<file path="src/hw/rtl/frsq_pkg.sv">
`default_nettype none
package frsq_pkg;

	// Input command codes (tuser)
	localparam logic [2:0] CMD_DNA    = 3'd0;
	localparam logic [2:0] CMD_LIT    = 3'd1;
	localparam logic [2:0] CMD_NRUN   = 3'd2;
	localparam logic [2:0] CMD_RAW    = 3'd3;
	localparam logic [2:0] CMD_BSTART = 3'd4;
	localparam logic [2:0] CMD_BEND   = 3'd5;

	// Register indexes (paddr[3:2])
	localparam logic [1:0] REG_LINE_LENGTH = 2'd0;
	localparam logic [1:0] REG_FIRST_BREAK = 2'd1;
	localparam logic [1:0] REG_BLK_LEN     = 2'd2;

	// Letter source of a sequence item
	localparam logic [1:0] LK_DNA  = 2'd0;
	localparam logic [1:0] LK_LIT  = 2'd1;
	localparam logic [1:0] LK_NRUN = 2'd2;

	// Text bytes
	localparam logic [7:0] CH_NL = 8'h0A;
	localparam logic [7:0] CH_N  = 8'h4E;

	// Result limit per input beat
	localparam int MAX_RESULTS = 32;
	localparam int RES_W       = 6;

	typedef enum logic [2:0] {
		SQ_IDLE,
		SQ_LETTER,
		SQ_RAW,
		SQ_RAW_NL,
		SQ_EOB
	} seq_state_t;

	// Line unit decision
	typedef struct packed {
		logic need_nl;
		logic breaks_off_n;
	} step_res_t;

	// Byte pushed into the output register
	typedef struct packed {
		logic       valid;
		logic [7:0] char_val;
		logic       last;
	} out_push_t;

	// Two-bit base code to letter
	function automatic logic [7:0] base_letter(input logic [1:0] code);
		logic [7:0] ch;
		unique case (code)
			2'd0: ch = 8'h41;
			2'd1: ch = 8'h43;
			2'd2: ch = 8'h54;
			default: ch = 8'h47;
		endcase
		return ch;
	endfunction

endpackage
`default_nettype wire

</file>
<file path="src/hw/rtl/frsq_step.sv">
`default_nettype none
// Line budget unit: decides on a break and computes the next budget
module frsq_step #(
	parameter int LINE_BITS = 16
) (
	input  wire logic [LINE_BITS-1:0] budget,
	input  wire logic                 breaks_off,
	input  wire logic [LINE_BITS-1:0] line_ld,
	input  wire logic                 force_load,
	output frsq_pkg::step_res_t       res,
	output logic      [LINE_BITS-1:0] budget_n
);
	import frsq_pkg::*;

	logic load;

	always_comb begin
		res.need_nl = !breaks_off && (budget == '0);
		load        = force_load || res.need_nl;
		if (load) begin
			// reload the line; a zero length turns breaks off
			budget_n         = line_ld;
			res.breaks_off_n = (line_ld == '0);
		end else begin
			// count one letter off the line
			budget_n         = breaks_off ? budget : budget - LINE_BITS'(1);
			res.breaks_off_n = breaks_off;
		end
	end

endmodule
`default_nettype wire

</file>
<file path="src/hw/rtl/frsq_out.sv">
`default_nettype none
// Output register: holds one text beat until the receiver takes it
module frsq_out (
	input  wire logic                clk,
	input  wire logic                arst_n,
	input  wire frsq_pkg::out_push_t push,
	output logic                     slot_free,
	output logic                     m_tvalid,
	input  wire logic                m_tready,
	output logic [7:0]               m_tdata,
	output logic                     m_tlast
);
	import frsq_pkg::*;

	logic       valid_q;
	logic [7:0] char_q;
	logic       last_q;

	assign slot_free = !valid_q || m_tready;
	assign m_tvalid  = valid_q;
	assign m_tdata   = char_q;
	assign m_tlast   = last_q;

	// Valid flag
	always_ff @(posedge clk or negedge arst_n) begin
		if (!arst_n) begin
			valid_q <= 1'b0;
		end else if (slot_free) begin
			valid_q <= push.valid;
		end
	end

	// Payload
	always_ff @(posedge clk) begin
		if (slot_free && push.valid) begin
			char_q <= push.char_val;
			last_q <= push.last;
		end
	end

endmodule
`default_nettype wire

</file>
<file path="src/hw/rtl/fasta_sequence_reassembler.sv">
// Rebuilds FASTA text of one block from decoded sub-stream items.
// Input stream: s_tuser carries the command, s_tdata the data byte and N run
// count, s_tlast marks the last byte of a raw run. Output stream: one text
// byte per beat on m_tdata, m_tlast set on the last byte caused by an input.
// Registers (APB, byte address 4*i): line length, first break offset and
// block length; write them only while the block is idle.
// Throughput: one output byte per cycle while an item is in progress and the
// receiver is ready. An item is taken while the sequencer is idle, which then
// steps once per text byte it produces (a DNA byte 4 to 8, an N run up to
// 2*run, a raw byte 1 or 2) with s_tready low; the line budget unit steps on
// sequence bytes and reloads at a raw run's newline. For items that make
// nothing it stays idle. A first beat passes the state and output registers.
// When the receiver stalls, the output register holds its beat and the
// sequencer waits. Reset clears the registers to their defaults, empties the
// output register and sets the line state to breaks off.
`default_nettype none
module fasta_sequence_reassembler #(
	parameter int MAX_RUN    = 16,
	parameter int LINE_BITS  = 16,
	parameter int BLOCK_BITS = 24
) (
	input  wire logic        clk,
	input  wire logic        arst_n,
	// input stream
	input  wire logic        s_tvalid,
	output logic             s_tready,
	input  wire logic [15:0] s_tdata,   // [7:0] data_byte, [12:8] run_count, zero pad
	input  wire logic [2:0]  s_tuser,   // [2:0] cmd
	input  wire logic        s_tlast,   // raw_last
	// output stream
	output logic             m_tvalid,
	input  wire logic        m_tready,
	output logic [7:0]       m_tdata,   // [7:0] out_char
	output logic             m_tlast,   // last
	// configuration
	input  wire logic        psel,
	input  wire logic        penable,
	input  wire logic        pwrite,
	input  wire logic [3:0]  paddr,
	input  wire logic [31:0] pwdata,
	output logic [31:0]      prdata,
	output logic             pready
);
	import frsq_pkg::*;

	localparam int RUN_W = $clog2(MAX_RUN + 1) > 5 ? $clog2(MAX_RUN + 1) : 5;
	localparam int REM_W = $clog2(MAX_RUN + 1) > 3 ? $clog2(MAX_RUN + 1) : 3;
	localparam int CMP_W = BLOCK_BITS > 24 ? BLOCK_BITS : 24;

	// Configuration registers
	logic [15:0] line_length_q;
	logic [16:0] first_break_q;
	logic [23:0] blk_len_q;

	// Line and block state
	logic [LINE_BITS-1:0]  line_budget_q;
	logic                  breaks_off_q;
	logic [BLOCK_BITS-1:0] emitted_q;

	// Sequencer
	seq_state_t       state_q, state_n;
	logic [1:0]       kind_q;
	logic [7:0]       data_q;
	logic             raw_last_q;
	logic [REM_W-1:0] rem_q;
	logic [RES_W-1:0] n_q;

	logic                 accept;
	logic                 slot_free;
	logic                 advance;
	logic                 force_load;
	logic                 upd_line;
	logic                 letter_done;
	logic                 cap;
	logic                 at_cap_edge;
	logic [7:0]           letter_char;
	logic [RUN_W-1:0]     run_ext;
	logic [RUN_W-1:0]     run_clamp;
	logic                 bend_nl;
	logic [LINE_BITS-1:0] line_ld;
	logic [LINE_BITS-1:0] budget_n;
	step_res_t            step;
	out_push_t            push;

	// APB port
	assign pready = 1'b1;

	always_ff @(posedge clk or negedge arst_n) begin
		if (!arst_n) begin
			line_length_q <= 16'd60;
			first_break_q <= 17'h1FFFF;
			blk_len_q     <= 24'd0;
		end else if (psel && penable && pwrite) begin
			unique case (paddr[3:2])
				REG_LINE_LENGTH: line_length_q <= pwdata[15:0];
				REG_FIRST_BREAK: first_break_q <= pwdata[16:0];
				REG_BLK_LEN:     blk_len_q     <= pwdata[23:0];
				default: ;
			endcase
		end
	end

	always_comb begin
		unique case (paddr[3:2])
			REG_LINE_LENGTH: prdata = {16'd0, line_length_q};
			REG_FIRST_BREAK: prdata = {15'd0, first_break_q};
			REG_BLK_LEN:     prdata = {8'd0, blk_len_q};
			default:         prdata = 32'd0;
		endcase
	end

	// Decode helpers
	assign line_ld   = LINE_BITS'(line_length_q);
	assign run_ext   = RUN_W'(s_tdata[12:8]);
	assign run_clamp = (run_ext > RUN_W'(MAX_RUN)) ? RUN_W'(MAX_RUN) : run_ext;
	assign bend_nl   = CMP_W'(emitted_q) < CMP_W'(blk_len_q);

	assign s_tready = (state_q == SQ_IDLE);
	assign accept   = s_tvalid && s_tready;

	assign cap         = (n_q >= RES_W'(MAX_RESULTS));
	assign at_cap_edge = (n_q == RES_W'(MAX_RESULTS - 1));

	// Current letter
	always_comb begin
		unique case (kind_q)
			LK_DNA:  letter_char = base_letter(data_q[1:0]);
			LK_LIT:  letter_char = data_q;
			default: letter_char = CH_N;
		endcase
	end

	// Shared line budget unit
	frsq_step #(
		.LINE_BITS(LINE_BITS)
	) u_step (
		.budget    (line_budget_q),
		.breaks_off(breaks_off_q),
		.line_ld   (line_ld),
		.force_load(force_load),
		.res       (step),
		.budget_n  (budget_n)
	);

	// Next state and byte selection
	always_comb begin
		state_n       = state_q;
		advance       = 1'b0;
		force_load    = 1'b0;
		upd_line      = 1'b0;
		letter_done   = 1'b0;
		push.char_val = CH_NL;
		push.last     = 1'b1;
		unique case (state_q)
			SQ_IDLE: begin
				if (accept) begin
					unique case (s_tuser)
						CMD_DNA, CMD_LIT: state_n = SQ_LETTER;
						CMD_NRUN:  state_n = (run_clamp != '0) ? SQ_LETTER : SQ_IDLE;
						CMD_RAW:   state_n = SQ_RAW;
						CMD_BEND:  state_n = bend_nl ? SQ_EOB : SQ_IDLE;
						default:   state_n = SQ_IDLE;
					endcase
				end
			end
			SQ_LETTER: begin
				advance  = slot_free;
				upd_line = advance;
				if (step.need_nl) begin
					// break the line before this letter
					push.char_val = CH_NL;
					push.last     = at_cap_edge;
				end else begin
					push.char_val = letter_char;
					push.last     = (rem_q == REM_W'(1)) || at_cap_edge;
					letter_done   = advance;
					if (advance && rem_q == REM_W'(1))
						state_n = SQ_IDLE;
				end
			end
			SQ_RAW: begin
				advance       = slot_free;
				push.char_val = data_q;
				push.last     = !raw_last_q || at_cap_edge;
				if (advance)
					state_n = raw_last_q ? SQ_RAW_NL : SQ_IDLE;
			end
			SQ_RAW_NL: begin
				advance    = slot_free;
				force_load = 1'b1;
				upd_line   = advance;
				if (advance)
					state_n = SQ_IDLE;
			end
			SQ_EOB: begin
				advance = slot_free;
				if (advance)
					state_n = SQ_IDLE;
			end
			default: state_n = SQ_IDLE;
		endcase
		push.valid = advance && !cap;
	end

	// Output register
	frsq_out u_out (
		.clk      (clk),
		.arst_n   (arst_n),
		.push     (push),
		.slot_free(slot_free),
		.m_tvalid (m_tvalid),
		.m_tready (m_tready),
		.m_tdata  (m_tdata),
		.m_tlast  (m_tlast)
	);

	// State register
	always_ff @(posedge clk or negedge arst_n) begin
		if (!arst_n)
			state_q <= SQ_IDLE;
		else
			state_q <= state_n;
	end

	// Item registers: load on accept, step letters
	always_ff @(posedge clk or negedge arst_n) begin
		if (!arst_n) begin
			n_q <= '0;
		end else if (accept) begin
			n_q <= '0;
		end else if (push.valid) begin
			n_q <= n_q + RES_W'(1);
		end
	end

	always_ff @(posedge clk) begin
		if (accept) begin
			data_q     <= s_tdata[7:0];
			raw_last_q <= s_tlast;
			unique case (s_tuser)
				CMD_DNA: begin
					kind_q <= LK_DNA;
					rem_q  <= REM_W'(4);
				end
				CMD_LIT: begin
					kind_q <= LK_LIT;
					rem_q  <= REM_W'(1);
				end
				default: begin
					kind_q <= LK_NRUN;
					rem_q  <= REM_W'(run_clamp);
				end
			endcase
		end else if (letter_done) begin
			data_q <= {2'b00, data_q[7:2]};
			rem_q  <= rem_q - REM_W'(1);
		end
	end

	// Line state and emitted count
	always_ff @(posedge clk or negedge arst_n) begin
		if (!arst_n) begin
			line_budget_q <= '0;
			breaks_off_q  <= 1'b1;
			emitted_q     <= '0;
		end else begin
			if (accept && s_tuser == CMD_BSTART) begin
				emitted_q <= '0;
				if (first_break_q[16]) begin
					breaks_off_q  <= 1'b1;
					line_budget_q <= '0;
				end else begin
					breaks_off_q  <= 1'b0;
					line_budget_q <= LINE_BITS'(first_break_q[15:0]);
				end
			end else begin
				if (upd_line) begin
					line_budget_q <= budget_n;
					breaks_off_q  <= step.breaks_off_n;
				end
				if (push.valid && emitted_q != '1)
					emitted_q <= emitted_q + BLOCK_BITS'(1);
			end
		end
	end

endmodule
`default_nettype wire

</file>
<file path="config.mk">
export PLATFORM = sky130hd
export DESIGN_NAME = fasta_sequence_reassembler
export DESIGN_NICKNAME = d
export VERILOG_FILES = /design/src/hw/rtl/frsq_pkg.sv /design/src/hw/rtl/frsq_step.sv /design/src/hw/rtl/frsq_out.sv /design/src/hw/rtl/fasta_sequence_reassembler.sv
export SDC_FILE = /design/constraint.sdc
export NUM_CORES = 1
export LEC_CHECK = 0
export BUFFER_PORTS_ARGS = -buffer_cell sky130_fd_sc_hd__buf_2
export CAP_MARGIN = 5
export CORE_ASPECT_RATIO = 0.6
export CORE_MARGIN = 10
export CORE_UTILIZATION = 62
export CTS_CLUSTER_SIZE = 8
export DETAILED_ROUTE_END_ITERATION = 10
export PLACE_DENSITY = 0.86
export REMOVE_ABC_BUFFERS = 1
export SLEW_MARGIN = 15
export SYNTH_ARGS = -nofsm -noshare
export SYNTH_HDL_FRONTEND = slang
export SYNTH_SLANG_ARGS = --single-unit
</file>
<file path="constraint.sdc">
create_clock -name clk -period 3.9 [get_ports clk]
set_input_delay 0.195 -clock clk [delete_from_list [all_inputs] [get_ports clk]]
set_output_delay 0.195 -clock clk [all_outputs]
set_load 0.05 [all_outputs]
</file>
Word level (Yosys, flattened, before mapping)
Index checks and enable logic that the tools add are counted.
- flip-flop bits (word level): 133
- equal/unequal tests: 23
- reductions and logical operators: 40
- multiplexer cells: 40
- order comparisons: 3
- add/sub/neg operators: 4
- operators by type and width (kind ; count):
    $mux W16 ; 5
    $pmux W24 S3 ; 1
    $mux W24 ; 2
    $logic_not A16 Y1 ; 2
    $add A24 B1 Y24 const B ; 1
    $lt A24 B24 Y1 ; 1
    $ne A24 B24 Y1 const B ; 1
    $pmux W3 S4 ; 2
    $mux W3 ; 6
    $pmux W9 S2 ; 1
    $mux W8 ; 2
    $pmux W8 S2 ; 1
    $sub A16 B1 Y16 const B ; 1
    $mux W5 ; 3
    $pmux W5 S3 ; 1
    $eq A3 B2 Y1 const B ; 4
    $mux W6 ; 2
    $mux W1 ; 10
    $pmux W5 S2 ; 1
    $reduce_and A2 Y1 ; 5
    $reduce_bool A2 Y1 ; 5
    $eq A3 B3 Y1 const B ; 3
    $logic_and A1 B1 Y1 ; 9
    $mux W9 ; 1
    other kinds (22) ; 40

Depth between registers and ports, before layout
- word-level depth: 7
- gate-level depth with buffers: 9
- depth with buffers taken out: 8

Hierarchy
A second synthesis with hierarchy kept.
- cells, all modules: 776
- area total of the unflattened synthesis: 7807.5 um^2
- by module, submodules not included (module ; seq. area each (um^2) ; area each (um^2) ; cells each ; instances):
    fasta_sequence_reassembler ; 3185.6 ; 6795.3 ; 683 ; 1
    frsq_step ; 0.0 ; 688.2 ; 80 ; 1
    frsq_out ; 295.3 ; 324.1 ; 13 ; 1

Worst setup path after synthesis
OpenSTA, ideal clock, no wires.
- path kind: register -> register
- start point: reg line_budget_q[0]
- end point: reg data_q[0], enable pin
- arrival time: 2157 ps
- period minus slack after synthesis: 2558 ps
- slack: 1342 ps
- stages on the path, launching flop included: 7
- buffers on the path: 0
- path through: dfrtp_1 -> inv_1 -> ha_1 -> nand3b_1 -> or2_2 -> nand3_2 -> o21ai_0
- longest elaborated chain between the ends: 5
- RTL lines (item ; line ; RTL):
    from (decl) ; fasta_sequence_reassembler.sv:56 ; logic [LINE_BITS-1:0] line_budget_q;
    from (signal assigned) ; fasta_sequence_reassembler.sv:274 ; line_budget_q <= LINE_BITS'(first_break_q[15:0]);
    from (signal assigned) ; fasta_sequence_reassembler.sv:278 ; line_budget_q <= budget_n;
    $logic_not A16 Y1 ; frsq_step.sv:18 ; res.need_nl = !breaks_off && (budget == '0);
    $logic_and A1 B1 Y1 ; frsq_step.sv:18 ;
    $mux W1 ; fasta_sequence_reassembler.sv:169 ; if (step.need_nl) begin
    $mux W1 ; fasta_sequence_reassembler.sv:154 ; unique case (state_q)
    $reduce_bool A2 Y1 (no line) ; n/a ;
    to (signal assigned) ; fasta_sequence_reassembler.sv:238 ; data_q <= s_tdata[7:0];
    to (signal assigned) ; fasta_sequence_reassembler.sv:255 ; data_q <= {2'b00, data_q[7:2]};
    to (decl) ; fasta_sequence_reassembler.sv:63 ; logic [7:0] data_q;
Every way passes these cells.
A chain may end at the register's enable or synchronous reset.

Worst setup path after layout
- start point: reg line_budget_q[0]
- end point: reg line_budget_q[7]
- longest elaborated chain between the ends: 6
- RTL lines (item):
    parallel branches: the longest is 6 deep, another holds $sub A16 B1 Y16
Parallel ways; which one is timed is not known. The select of a mux whose other input is x is not followed.

==> results.md <==
* Largest net degree at the start of global routing at 87
* TritonCTS clock tree: done
* Top cell type's share of synthesized area at 29.0%
* Row count at 30
* DIE AREA at 0.0169 sq mm
* Top cell type by total area after synthesis: dfrtp_1
* Post-Syn Instances at 773
* Clk network pwr share at 28.1%
* Area of the multi-input gates at 0.00362 sq mm
* Post-synthesis adder-cell area fraction at 4.88%
* Clock skew at 0.00807 ns
* Fin crit period at 2.73 ns
* Most frequent cells in the layout: nand2_1, dfrtp_1, buf_2, o21ai_0, nor2_1
* Post-synth EDFFs at 25
* Switching Share at 38.3%
* Hold Path Stages at 3
* VDD IR-drop max at 0.000365 V
* Avg WL per Cell at 20.2 um
* Core area at 0.0115 sq mm
* Hold Crit Class: primary input to register
* Post-CTS setup buffer count at 0
* Critical Path End Type: register
* Critical-path cell list: inv_1 -> ha_1 -> nand3b_1 -> o21a_1 -> mux2_2 -> a221oi_1 -> nor2_1
* # fillers at 768
* Reg-to-reg endpoint: line_budget_q[7]
* Crit-path slowest cell: o21a_1
* DRC violations left at 0
* Req. time, crit path at 4.19 ns
* Fmax at 367 MHz
* Fin worst setup slack at 1.17 ns
* Max incr delay on CP at 0.73 ns
* WHS Endpoint: blk_len_q[22]
* Critical path depth in cells at 7
* Main combinational cell family by area after synthesis: simple AND/OR/NAND/NOR gates
* Worst slack, placed at 1.25 ns
* Initial antenna violation count at 0
* Clock buffer depth at 2
* Slew @ Worst Pin at 0.830 ns
* Routed wire length at 20.8 mm
* Root Buffer: clkbuf_16
* CTS resizes at 0
* Congestion Overflow GR at 0
* Max-Cap Viols at 0
* Layout cells sized above 1 at 23.1%
* Antenna cells at 0
* Crit path kind: register to register
* Commonest non-fill, non-tap cell in the layout: nand2_1
* Largest cells by area after synthesis: dfrtp_1, edfxtp_1, dfstp_2, mux2_2, nand2_1
* Synth Flop Type: dfrtp_1
* Net Switching at 2180 uW
* Clock net sink count at 133
* Reg-to-reg slack, setup at 1.17 ns
* Complex-gate fraction of the synthesized area at 13.3%
* Number of buffers created by CTS at 17
* Synthesized area at 0.00743 sq mm
* Pwr Density at 659 mW/mm^2
* NumNets Final at 948
* Initial Utilization at 64.7%
* Synth-to-layout area growth at 16.2%
* Post-DP HPWL at 14.3 mm
* Simple-gate area share of the yosys netlist at 18.8%
* Util after Layout at 75.1%
* Remaining antenna violation count at 0
* Hold Path Origin: pwdata[22]
* Insertion delay to the later sink of the worst-skew pair at 0.42 ns
* CTS clock-pin slew for the worst setup and hold paths at 0.06 ns
* Reg2reg start: line_budget_q[0]
* Final worst path period share at 69.9%
* Top Family by Delay on Critical Path: compound AO/OA/AOI/OAI gates
* Final setup fails at 0
* DR vias at 6,460
* GRT Total Usage at 24.1%
* Sequential share of the synthesized area at 46.9%
* First-pass GRT wire length at 33.3 mm
* Mean post-synth cell area at 9.61 sq um
* Startpoint types: register
* Sum Neg Setup Slack at 0 ns
* Final-report hold violation count at 0
* Worst-path fanout max at 22
* Int Pwr at 3510 uW
* Hold-fix buffers, CTS at 6
* Die Span X at 161 um
* Vias in the first global route at 6,396
* Yosys reg bits at 133
* Input/output buffers at 84
* Unique masters post-synth at 65
* H-tree levels at 4
* Gate power share at 31.6%
* Slew Limit Fails at 0
* DRT Pass-1 Iters at 5
* RD Place Congestion at 0.928
* FF/Latch Area at 0.00348 sq mm
* RSZ-0062 raised after global routing: no
* Syn. warnings at 0
* Slew margin rel. at 44.6%
* DRT iter0 DRCs at 610
* Critical path data arrival time at 3.02 ns
* Async set-reset flop share out of synthesis at 81.2%
* P_leak at 0.00382 uW
* Post-DR vias/cell at 6.28
* Worst Path Buf+Inv at 1
* Top Ports at 107
* Post-synthesis mux area share at 7.75%
* Worst R2R Path Depth at 7
* Seq pwr share at 40.3%
* Outcome: finished clean
* Final hold slack at 0.0196 ns
* Chip height at 105 um
* Post-synthesis xor/xnor area fraction at 3.30%
area by class of cell:
class	count	share of cell area (%)
Multi-Input combinational cell	565	42.0
Sequential cell	133	40.3
Timing Repair Buffer	103	6.99
Clock buffer	17	4.93
Tap cell	160	2.32
Clock inverter	15	1.88
Inverter	36	1.57
power groups by stage:
| stage | logic (uW) | clock network [uW] | registers (uW) |
|---|---|---|---|
| after floorplan | 1150 | 0 | 2310 |
| after global placement | 1650 | 0 | 2240 |
| after detailed placement | 1730 | 0 | 2280 |
| after CTS | 1780 | 1600 | 2270 |
| after global routing | 1950 | 1670 | 2330 |
| final | 1800 | 1600 | 2290 |
kinds of logic after synthesis:
group | Yosys count
flip-flops | 133
other | 2
adder cells (fa/ha/maj) | 29
buffers and inverters | 82
XOR/XNOR | 28
AO/OA/AOI/OAI | 168
multiplexers | 53
AND/OR/NAND/NOR | 278
worst reg2reg max path, cell delays in order (launching register included):
cell and delay [ns]:
dfrtp_1 0.41, inv_1 0.08, ha_1 0.28, nand3b_1 0.25, o21a_1 0.73, mux2_2 0.44
a221oi_1 0.31, nor2_1 0.08
worst max path at each step:
stage                                start                to  slack, ns
after floorplan                     pwrite      blk_len_q[0]       0.79
after global placement          state_q[2]      emitted_q[1]       1.30
after detailed placement        state_q[2]      emitted_q[1]       1.25
after CTS                       state_q[0]      emitted_q[1]       1.22
after global routing            state_q[0]      emitted_q[0]       1.05
final                     line_budget_q[0]  line_budget_q[7]       1.17
sequential cells by signal (all words and copies together) (netlist names):
name,flops
raw_last_q,1
line_budget_q,16
breaks_off_q,1
n_q,6
u_out.m_tdata,8
first_break_q,17
u_out.m_tvalid,1
rem_q,5
state_q,3
emitted_q,24
u_out.m_tlast,1
line_ld,16
blk_len_q,24
data_q,8
kind_q,2
stage by stage:
step,total power [uW],area (sq um),std cells
2_1_floorplan,3450,7220,734
3_3_place_gp,3890,7950,989
3_5_place_dp,4010,7950,989
4_1_cts,5650,8590,1027
5_1_grt,5950,8630,1029
6_report,5690,8630,1029
routing by layer:
metal / GRT usage [%] / part of all wire (%) / vias up
met5: 0 / 0 / -
met3: 5.84 / 9.8 / 66
li1: - / - / 2894
met2: 38.8 / 47 / 424
met4: 8.80 / 2.9 / 0
met1: 31.1 / 40 / 3076
Yosys cell counts (all sizes together), types with 4 or more instances:
master,count
nand3,18
nand4,15
nor3,19
ha,29
or3,13
a211oi,4
nand2,109
and2,11
clkbuf,25
mux2,36
edfxtp,25
a22o,4
nor4,10
a21o,5
inv,36
xnor2,14
nor2,47
buf,21
a31oi,5
nand3b,4
o21ai,72
nor2b,6
o31ai,6
dfrtp,86
a21oi,44
xor2,14
and3,7
and4,4
mux2i,17
dfstp,22
Power figures use the tool's default switching activity.
